[src/hdl/tas_pkg.sv]
`default_nettype none

package tas_pkg;

  localparam int NUM_LEVELS    = 3;
  localparam int MAX_PROCS_DEF = 64;
  localparam int ID_W          = 6;
  localparam int LVL_W         = 2;
  localparam int STATUS_W      = 2;
  localparam int QUANTUM_W     = 8;

  localparam logic [LVL_W-1:0] LVL_LOW  = 2'd0;
  localparam logic [LVL_W-1:0] LVL_MED  = 2'd1;
  localparam logic [LVL_W-1:0] LVL_HIGH = 2'd2;

  localparam logic [STATUS_W-1:0] ST_OK   = 2'd0;
  localparam logic [STATUS_W-1:0] ST_FULL = 2'd1;
  localparam logic [STATUS_W-1:0] ST_NONE = 2'd2;

  localparam logic [QUANTUM_W-1:0] QUANTUM_RST = 8'd10;
  localparam logic                 AGING_RST   = 1'b1;

  // Configuration register indexes.
  localparam logic CFG_QUANTUM = 1'b0;
  localparam logic CFG_AGING   = 1'b1;

  // One queue update per cycle: an optional push and an optional pop.
  typedef struct packed {
    logic             push_en;
    logic [LVL_W-1:0] push_lvl;
    logic             pop_en;
    logic [LVL_W-1:0] pop_lvl;
  } tas_qop_t;

  // Occupancy flags of the three queues, one bit per level.
  typedef struct packed {
    logic [NUM_LEVELS-1:0] empty;
    logic [NUM_LEVELS-1:0] full;
  } tas_qflags_t;

endpackage

`default_nettype wire

[src/hdl/tas_ram.sv]
`default_nettype none

module tas_ram #(
  parameter int WIDTH = 6,
  parameter int DEPTH = 192
) (
  input  wire logic                     clk_i,
  input  wire logic                     we_i,
  input  wire logic [$clog2(DEPTH)-1:0] waddr_i,
  input  wire logic [WIDTH-1:0]         wdata_i,
  input  wire logic                     re_i,
  input  wire logic [$clog2(DEPTH)-1:0] raddr_i,
  output logic      [WIDTH-1:0]         rdata_o
);

  logic [WIDTH-1:0] mem [DEPTH];

  always_ff @(posedge clk_i) begin
    if (we_i) begin
      mem[waddr_i] <= wdata_i;
    end
    if (re_i) begin
      rdata_o <= mem[raddr_i];
    end
  end

endmodule

`default_nettype wire

[src/hdl/tas_queues.sv]
`default_nettype none

module tas_queues
  import tas_pkg::*;
#(
  parameter int MAX_PROCS = MAX_PROCS_DEF,
  localparam int AW = $clog2(NUM_LEVELS * MAX_PROCS)
) (
  input  wire logic        clk_i,
  input  wire logic        rst_ni,
  input  wire tas_qop_t    op_i,
  output tas_qflags_t      flags_o,
  output logic [AW-1:0]    head_addr_o [NUM_LEVELS],
  output logic [AW-1:0]    tail_addr_o [NUM_LEVELS]
);

  localparam int PW = (MAX_PROCS > 1) ? $clog2(MAX_PROCS) : 1;
  localparam int CW = $clog2(MAX_PROCS + 1);
  localparam int SW = CW + 1;

  logic [PW-1:0] head_q [NUM_LEVELS];
  logic [CW-1:0] cnt_q  [NUM_LEVELS];
  logic [SW-1:0] tail_sum [NUM_LEVELS];
  logic [SW-1:0] tail_wrap [NUM_LEVELS];

  // Each level owns a contiguous window of the memory; the tail slot wraps
  // with a single compare because head plus count stays below twice the depth.
  always_comb begin
    for (int l = 0; l < NUM_LEVELS; l++) begin
      tail_sum[l] = SW'(head_q[l]) + SW'(cnt_q[l]);
      if (tail_sum[l] >= SW'(MAX_PROCS)) begin
        tail_wrap[l] = tail_sum[l] - SW'(MAX_PROCS);
      end else begin
        tail_wrap[l] = tail_sum[l];
      end
      head_addr_o[l]   = AW'(l * MAX_PROCS) + AW'(head_q[l]);
      tail_addr_o[l]   = AW'(l * MAX_PROCS) + AW'(tail_wrap[l][PW-1:0]);
      flags_o.empty[l] = (cnt_q[l] == '0);
      flags_o.full[l]  = (cnt_q[l] == CW'(MAX_PROCS));
    end
  end

  always_ff @(posedge clk_i or negedge rst_ni) begin
    if (!rst_ni) begin
      for (int l = 0; l < NUM_LEVELS; l++) begin
        head_q[l] <= '0;
        cnt_q[l]  <= '0;
      end
    end else begin
      for (int l = 0; l < NUM_LEVELS; l++) begin
        if (op_i.pop_en && op_i.pop_lvl == LVL_W'(l)) begin
          if (head_q[l] == PW'(MAX_PROCS - 1)) begin
            head_q[l] <= '0;
          end else begin
            head_q[l] <= head_q[l] + 1'b1;
          end
        end
        if (op_i.push_en && op_i.push_lvl == LVL_W'(l) &&
            !(op_i.pop_en && op_i.pop_lvl == LVL_W'(l))) begin
          cnt_q[l] <= cnt_q[l] + 1'b1;
        end else if (op_i.pop_en && op_i.pop_lvl == LVL_W'(l) &&
                     !(op_i.push_en && op_i.push_lvl == LVL_W'(l))) begin
          cnt_q[l] <= cnt_q[l] - 1'b1;
        end
      end
    end
  end

endmodule

`default_nettype wire

[src/hdl/three_level_aging_scheduler.sv]
// Flow: a make-ready item goes through the push step to the done step; a reschedule walks
// the steps of the queue sequencer (aging moves, re-queue, pop) before the done step.
// Throughput: one item at a time; the next item is accepted the cycle after the result enters
// the output register. A result held at the output stalls the sequencer in its last step.
// Reset (rst_ni, asynchronous, active low): all queues empty, countdowns and quantum at 10,
// aging on, nothing running; the queue memory itself is not cleared and needs no sweep.
`default_nettype none

module three_level_aging_scheduler
  import tas_pkg::*;
#(
  parameter int MAX_PROCS = MAX_PROCS_DEF
) (
  input  wire logic                 clk_i,
  input  wire logic                 rst_ni,
  // Configuration write port.
  input  wire logic                 cfg_we_i,
  input  wire logic                 cfg_addr_i,
  input  wire logic [QUANTUM_W-1:0] cfg_wdata_i,
  // Request channel.
  input  wire logic                 in_valid_i,
  output logic                      in_ready_o,
  input  wire logic                 req_type_i,
  input  wire logic [ID_W-1:0]      proc_id_i,
  input  wire logic [LVL_W-1:0]     proc_level_i,
  input  wire logic                 still_runnable_i,
  // Result channel.
  output logic                      out_valid_o,
  input  wire logic                 out_ready_i,
  output logic [ID_W-1:0]           next_id_o,
  output logic [STATUS_W-1:0]       status_o
);

  localparam int DEPTH = NUM_LEVELS * MAX_PROCS;
  localparam int AW    = $clog2(DEPTH);

  // The sequencer walks one reschedule through its steps. The memory is either
  // read or written in any one cycle, never both, and a write is always
  // committed before a later read of the same entry is issued, so no bypass
  // path is needed.
  typedef enum logic [3:0] {
    S_IDLE,
    S_PUSH,
    S_AGE_MED,
    S_MOVE_MH,
    S_AGE_LOW,
    S_MOVE_LM,
    S_REQUEUE,
    S_POP,
    S_POP_DATA,
    S_DONE
  } state_e;

  state_e                state_q;

  // Configuration registers.
  logic [QUANTUM_W-1:0]  quantum_q;
  logic                  aging_q;

  // Aging countdowns and the running process.
  logic [QUANTUM_W-1:0]  med_cd_q;
  logic [QUANTUM_W-1:0]  low_cd_q;
  logic [QUANTUM_W-1:0]  med_cd_dec;
  logic [ID_W-1:0]       run_id_q;
  logic                  run_valid_q;

  // Fields of the item in progress.
  logic                  req_q;
  logic [ID_W-1:0]       pid_q;
  logic [LVL_W-1:0]      lvl_q;
  logic                  runnable_q;
  logic [STATUS_W-1:0]   st_q;

  // Output register.
  logic                  out_valid_q;
  logic [ID_W-1:0]       out_id_q;
  logic [STATUS_W-1:0]   out_st_q;

  // Queue bookkeeping and memory ports.
  tas_qop_t              qop;
  tas_qflags_t           flags;
  logic [AW-1:0]         head_addr [NUM_LEVELS];
  logic [AW-1:0]         tail_addr [NUM_LEVELS];
  logic                  mem_we;
  logic [AW-1:0]         mem_waddr;
  logic [ID_W-1:0]       mem_wdata;
  logic                  mem_re;
  logic [AW-1:0]         mem_raddr;
  logic [ID_W-1:0]       mem_rdata;

  logic                  move_mh_ok;
  logic                  move_lm_ok;
  logic                  any_ready;
  logic [LVL_W-1:0]      pop_lvl;
  logic                  requeue;

  assign in_ready_o  = (state_q == S_IDLE);
  assign out_valid_o = out_valid_q;
  assign next_id_o   = out_id_q;
  assign status_o    = out_st_q;

  assign med_cd_dec = med_cd_q - 1'b1;

  // An aging move needs a head in the source queue and room in the target.
  assign move_mh_ok = !flags.empty[LVL_MED] && !flags.full[LVL_HIGH];
  assign move_lm_ok = !flags.empty[LVL_LOW] && !flags.full[LVL_MED];
  assign any_ready  = !(&flags.empty);
  assign requeue    = run_valid_q && runnable_q;

  // The highest non-empty level wins the dequeue.
  always_comb begin
    if (!flags.empty[LVL_HIGH]) begin
      pop_lvl = LVL_HIGH;
    end else if (!flags.empty[LVL_MED]) begin
      pop_lvl = LVL_MED;
    end else begin
      pop_lvl = LVL_LOW;
    end
  end

  // Memory and queue commands for the current step.
  always_comb begin
    qop       = '0;
    mem_we    = 1'b0;
    mem_waddr = '0;
    mem_wdata = '0;
    mem_re    = 1'b0;
    mem_raddr = '0;
    unique case (state_q)
      S_PUSH: begin
        if (!flags.full[lvl_q]) begin
          mem_we       = 1'b1;
          mem_waddr    = tail_addr[lvl_q];
          mem_wdata    = pid_q;
          qop.push_en  = 1'b1;
          qop.push_lvl = lvl_q;
        end
      end
      S_AGE_MED: begin
        if (med_cd_dec == '0 && move_mh_ok) begin
          mem_re    = 1'b1;
          mem_raddr = head_addr[LVL_MED];
        end
      end
      S_MOVE_MH: begin
        mem_we       = 1'b1;
        mem_waddr    = tail_addr[LVL_HIGH];
        mem_wdata    = mem_rdata;
        qop.pop_en   = 1'b1;
        qop.pop_lvl  = LVL_MED;
        qop.push_en  = 1'b1;
        qop.push_lvl = LVL_HIGH;
      end
      S_AGE_LOW: begin
        if (low_cd_q == '0 && move_lm_ok) begin
          mem_re    = 1'b1;
          mem_raddr = head_addr[LVL_LOW];
        end
      end
      S_MOVE_LM: begin
        mem_we       = 1'b1;
        mem_waddr    = tail_addr[LVL_MED];
        mem_wdata    = mem_rdata;
        qop.pop_en   = 1'b1;
        qop.pop_lvl  = LVL_LOW;
        qop.push_en  = 1'b1;
        qop.push_lvl = LVL_MED;
      end
      S_REQUEUE: begin
        if (requeue && !flags.full[lvl_q]) begin
          mem_we       = 1'b1;
          mem_waddr    = tail_addr[lvl_q];
          mem_wdata    = run_id_q;
          qop.push_en  = 1'b1;
          qop.push_lvl = lvl_q;
        end
      end
      S_POP: begin
        if (any_ready) begin
          mem_re      = 1'b1;
          mem_raddr   = head_addr[pop_lvl];
          qop.pop_en  = 1'b1;
          qop.pop_lvl = pop_lvl;
        end
      end
      default: begin
      end
    endcase
  end

  // Configuration writes must arrive only while the block is idle; the block itself does not enforce this.
  always_ff @(posedge clk_i or negedge rst_ni) begin
    if (!rst_ni) begin
      quantum_q <= QUANTUM_RST;
      aging_q   <= AGING_RST;
    end else if (cfg_we_i) begin
      unique case (cfg_addr_i)
        CFG_QUANTUM: quantum_q <= cfg_wdata_i;
        CFG_AGING:   aging_q   <= cfg_wdata_i[0];
        default: begin
        end
      endcase
    end
  end

  // Sequencer state, scheduler state and the output register.
  always_ff @(posedge clk_i or negedge rst_ni) begin
    if (!rst_ni) begin
      state_q     <= S_IDLE;
      med_cd_q    <= QUANTUM_RST;
      low_cd_q    <= QUANTUM_RST;
      run_id_q    <= '0;
      run_valid_q <= 1'b0;
      out_valid_q <= 1'b0;
      req_q       <= 1'b0;
      pid_q       <= '0;
      lvl_q       <= LVL_LOW;
      runnable_q  <= 1'b0;
      st_q        <= ST_OK;
      out_id_q    <= '0;
      out_st_q    <= ST_OK;
    end else begin
      // The last step refills the output register itself.
      if (out_valid_q && out_ready_i && state_q != S_DONE) begin
        out_valid_q <= 1'b0;
      end
      unique case (state_q)
        S_IDLE: begin
          if (in_valid_i) begin
            req_q      <= req_type_i;
            pid_q      <= proc_id_i;
            // Level three is served as the high level.
            lvl_q      <= (proc_level_i == 2'd3) ? LVL_HIGH : proc_level_i;
            runnable_q <= still_runnable_i;
            st_q       <= ST_OK;
            if (req_type_i) begin
              state_q <= S_PUSH;
            end else if (aging_q) begin
              state_q <= S_AGE_MED;
            end else begin
              state_q <= S_REQUEUE;
            end
          end
        end
        S_PUSH: begin
          if (flags.full[lvl_q]) begin
            st_q <= ST_FULL;
          end
          state_q <= S_DONE;
        end
        S_AGE_MED: begin
          if (med_cd_dec == '0) begin
            med_cd_q <= quantum_q;
            low_cd_q <= low_cd_q - 1'b1;
            state_q  <= move_mh_ok ? S_MOVE_MH : S_AGE_LOW;
          end else begin
            med_cd_q <= med_cd_dec;
            state_q  <= S_AGE_LOW;
          end
        end
        S_MOVE_MH: begin
          state_q <= S_AGE_LOW;
        end
        S_AGE_LOW: begin
          if (low_cd_q == '0) begin
            low_cd_q <= quantum_q;
            state_q  <= move_lm_ok ? S_MOVE_LM : S_REQUEUE;
          end else begin
            state_q <= S_REQUEUE;
          end
        end
        S_MOVE_LM: begin
          state_q <= S_REQUEUE;
        end
        S_REQUEUE: begin
          if (requeue && flags.full[lvl_q]) begin
            st_q <= ST_FULL;
          end
          state_q <= S_POP;
        end
        S_POP: begin
          if (any_ready) begin
            state_q <= S_POP_DATA;
          end else begin
            st_q        <= ST_NONE;
            run_valid_q <= 1'b0;
            state_q     <= S_DONE;
          end
        end
        S_POP_DATA: begin
          run_id_q    <= mem_rdata;
          run_valid_q <= 1'b1;
          state_q     <= S_DONE;
        end
        S_DONE: begin
          if (!out_valid_q || out_ready_i) begin
            out_valid_q <= 1'b1;
            out_st_q    <= st_q;
            // Only a reschedule that found a process reports an id.
            out_id_q    <= (!req_q && st_q != ST_NONE) ? run_id_q : '0;
            state_q     <= S_IDLE;
          end
        end
        default: begin
          state_q <= S_IDLE;
        end
      endcase
    end
  end

  tas_queues #(
    .MAX_PROCS (MAX_PROCS)
  ) u_queues (
    .clk_i       (clk_i),
    .rst_ni      (rst_ni),
    .op_i        (qop),
    .flags_o     (flags),
    .head_addr_o (head_addr),
    .tail_addr_o (tail_addr)
  );

  tas_ram #(
    .WIDTH (ID_W),
    .DEPTH (DEPTH)
  ) u_ram (
    .clk_i   (clk_i),
    .we_i    (mem_we),
    .waddr_i (mem_waddr),
    .wdata_i (mem_wdata),
    .re_i    (mem_re),
    .raddr_i (mem_raddr),
    .rdata_o (mem_rdata)
  );

endmodule

`default_nettype wire

[config.mk]
export PLATFORM = sky130hd
export DESIGN_NAME = three_level_aging_scheduler
export DESIGN_NICKNAME = d
export VERILOG_FILES = /design/src/hdl/tas_pkg.sv /design/src/hdl/tas_ram.sv /design/src/hdl/tas_queues.sv /design/src/hdl/three_level_aging_scheduler.sv
export SDC_FILE = /design/constraint.sdc
export NUM_CORES = 2
export LEC_CHECK = 0
export ABC_AREA = 1
export BUFFER_PORTS_ARGS = -buffer_cell sky130_fd_sc_hd__buf_2
export CAP_MARGIN = 25
export CORE_AREA = 2 2 373 375
export CTS_CLUSTER_SIZE = 28
export DETAILED_ROUTE_END_ITERATION = 10
export DIE_AREA = 0 0 375 377
export PLACE_DENSITY = 0.59
export SLEW_MARGIN = 40
export SYNTH_ARGS = -nofsm -noshare
export SYNTH_HDL_FRONTEND = slang
export SYNTH_HIERARCHICAL = 1
export SYNTH_SLANG_ARGS = --single-unit
[constraint.sdc]
create_clock -name clk_i -period 10.96 [get_ports clk_i]
set_input_delay 2.192 -clock clk_i [delete_from_list [all_inputs] [get_ports clk_i]]
set_output_delay 2.192 -clock clk_i [all_outputs]
set_load 0.01 [all_outputs]
==> impl_metrics.yaml <==
critical_path:
  crit_cells: 21
  r2r_setup_slack_ns: 4.90
  startpoint_type: "flip-flop"
  crit_arrival_ns: 6.59
  critPathMostFrequentCell: "nand3_1"
  cp-startpoint: "u_queues/cnt_q[5]$_DFFE_PN0P_"
  crit_family: "simple AND/OR/NAND/NOR gates"
  crit_buf_inv: 4
  critPathCaptureType: "flip-flop"
  worstPathCellList: "or2_2 > nor3_1 > clkinv_1 > nor2_2 > nand2_1 > o211ai_1 > nand2_1 > o21ai_0 > inv_1 > nand2_4 > buf_6 > buf_4 > nand3_1 > nand3_1 > nand3_1 > nand3_1 > nand2_1 > nand2_1 > nand3_1 > nand3_1 > nand2_1"
  cp.required_ns: 11.48
  endpoint: "u_ram/rdata_o[1]$_DFFE_PP_"
  r2r_start: "u_queues/cnt_q[5]$_DFFE_PN0P_"
  critical_path_class: "flip-flop to flip-flop"
  rr_endpoint: "u_ram/rdata_o[1]$_DFFE_PP_"
  max_stage_delay_ns: 0.74
  worstRegToRegCells: 21
  slowest_stage: "buf_4"
  cp_max_fo: 72
synth:
  yosysTopAreaCell: "edfxtp_1"
  netlist_area_um2: 54500
  synth_seq_cells: 1254
  synthCells: 5032
  ys_warn_count: 6
  synth-seq-area-share_pct: 68.2
  yosys-top-cells-area: "edfxtp_1 (64%), nand2_1 (11%), nand3_1 (9.1%)"
  yosysUniqueCellTypes: 50
  avgSynthCellArea_um2: 10.8
  synth_top_area_share_pct: 63.8
min_path:
  hp-class: "flip-flop to flip-flop"
clock_tree:
  cts_sinks: 1254
  cts-root-buf: "clkbuf_16"
  cts.hold.buffers_added: 0
  cts_htree_levels: 4
  cts_setup_buffers: 0
  cts_buffer_depth: 3
  clkLatencyLatePin_ns: 0.77
  cts_tree: "yes"
  cts_buffers: 133
  cts-resized-gates: 0
  path_clk_slew_ns: 0.06
timing:
  final_hold_viol_count: 0
  min_period_over_period_pct: 55.3
  hold_ws_ns: 0.470
  finClkSkew_ns: 0.0288
  slew_violations: 0
  min_period_ns: 6.06
  slew_headroom_pct: 39.7
  fmaxAchievable_mhz: 165
  tightest_slew_ns: 0.902
  setup_tns_ns: 0
  finalSetupViolations: 0
  rsz0062_at_grt: "no"
power:
  power.density_nw_per_um2: 214
  finalPower_w: 0.0129
  vdd_drop_max_v: 0.000183
  leakagePower_nw: 22.2
run:
  maxCapViolCount: 0
cells_and_area:
  area_growth_pct: 10.9
  post-route-util_pct: 44.1
  drive_gt1_share_pct: 6.74
  n_fill_cell: 12600
  antenna_cells: 0
  final_nets: 5048
routing:
  wirelength_um: 146000
  wl_per_cell_um: 21.3
  dr.pass1.iters: 7
  drc_errors: 0
  first_iter_violations: 3866
  viasPerCell: 5.39
  via_count: 37000
  ant_nets: 0
floorplanning:
  core_area_um2: 137000
  die_y_um: 377
  rows: 136
  fp.dieW_um: 375
  die_area_um2: 141000
  io_pins: 34
  initial_core_util_pct: 39.8
placement:
  port_buffers: 33
  dp.final_hpwl_um: 85100
  place_congestion: 0.857
run_status:
  status: "finished, final reports clean"
global_routing:
  grt-ovfl-total: 0
  grt_max_degree: 302
  grt_first_pass_wirelength_um: 221000
  grt_pass1_vias: 35100
  gr-usage-all-layers_pct: 20.5
  antenna_found_initial: 1
-- layout make-up --
cell class              instances  area, um2  share of cell area (%)
well taps                    1794       2240                    3.71
inverters                     176        704                    1.17
multi-input cells            3330      15300                    25.3
flip-flops and latches       1254      37200                    61.5
clock buffers                 163       3570                    5.90
clock inverters                72        551                   0.911
repair buffers                 81        916                    1.52
-- placed cells by master (no fill, tap or decap), types with 6 or more instances in the layout --
cell type  instances
dfrtp_1           89
xnor2_1            9
inv_2              7
nand2_4            8
buf_4             17
nor3_1            11
inv_6              6
clkbuf_1          24
nand4_1            6
nand3_1          991
clkinv_2          18
buf_12             8
o211ai_2           7
a21oi_1          165
buf_6             11
ha_1              42
clkbuf_16        139
o31ai_1           36
nor2_2             9
buf_2             32
nand3_2            6
edfxtp_1        1158
o211ai_1          13
inv_1            162
nor2_1           295
nand2_2           20
o22ai_1            9
xor2_1            21
clkinv_1          37
bufinv_16          6
nand2_1         1574
buf_16            12
dfstp_2            7
fa_1               6
o21ai_0           61
conb_1            12
-- worst min-delay path: cells and delay by family, from the launching register on --
kind          cells  cell delay, ns
flops             1            0.34
simple gates      2            0.10
-- sequential cells by signal (all words and copies together), names as in the netlist, 8 cells and up --
| signal | flops |
|---|---|
| u_queues/cnt_q | 21 |
| med_cd_q | 8 |
| u_ram/mem | 1152 |
| low_cd_q | 8 |
| quantum_q | 8 |
| u_queues/head_q | 18 |
-- cell families (layout without fill, tap and decap cells) --
group	count (synthesis)	count (layout)	synth area share (%)
simple gates	2937	2937	22.9
flops	1254	1254	68.2
buf+inv	458	492	3.97
compound gates	300	300	3.13
fa+ha+maj	48	48	1.18
xor+xnor	31	31	0.512
other cells	2	12	0.0138
mux	2	2	0.0413
-- worst min-delay path by stage --
stage	from	to	slack, ns	cells after the start
floorplan	runnable_q$_DFFE_PN0P_	runnable_q$_DFFE_PN0P_	0.44	2
global placement	pid_q[2]$_DFFE_PN0P_	pid_q[2]$_DFFE_PN0P_	0.46	2
detailed placement	pid_q[2]$_DFFE_PN0P_	pid_q[2]$_DFFE_PN0P_	0.46	2
CTS	pid_q[2]$_DFFE_PN0P_	pid_q[2]$_DFFE_PN0P_	0.47	2
global route	pid_q[2]$_DFFE_PN0P_	pid_q[2]$_DFFE_PN0P_	0.49	2
finish	pid_q[2]$_DFFE_PN0P_	pid_q[2]$_DFFE_PN0P_	0.47	2
-- stage by stage --
stage	instances	cell area (um2)	setup WS [ns]
floorplan	5042	54600	3.67
global placement	6623	55900	4.65
detailed placement	6631	56200	4.82
CTS	6866	60300	4.78
global route	6870	60400	4.56
finish	6870	60400	4.90
-- report_power, final --
part           internal (W)  total [W]  leakage [nW]  switching, W
clock               0.00246    0.00431          2.02       0.00185
combinational      0.000669    0.00260          8.25       0.00193
sequential          0.00588    0.00603          11.9      0.000148
total               0.00901     0.0129          22.2       0.00394
-- Yosys cell counts, drive strengths merged --
cell type  instances
a221oi             1
clkbuf            52
inv              173
mux2               2
a21oi            165
o21a               1
nor4               1
or2                5
o21ai             63
xnor2              9
a31oi              2
buf              230
ha                42
conb               2
a22oi              2
edfxtp          1158
o21bai             1
nor3              12
nor3b              3
nand4              7
nand2           1602
dfstp              7
o22ai              9
dfrtp             89
o211ai            20
nor2             309
clkinv             3
nand3            997
fa                 6
o31ai             36
xor2              22
and3               1
-- routing by layer --
metal	routed length [um]	global-route usage, %	part of all wire [%]
met1	63600	28.7	44
met5	11	0	0.0075
met2	68800	32.9	47
met3	10300	3.13	7.0
met4	3500	6.18	2.4
Power figures use the tool's default switching activity.
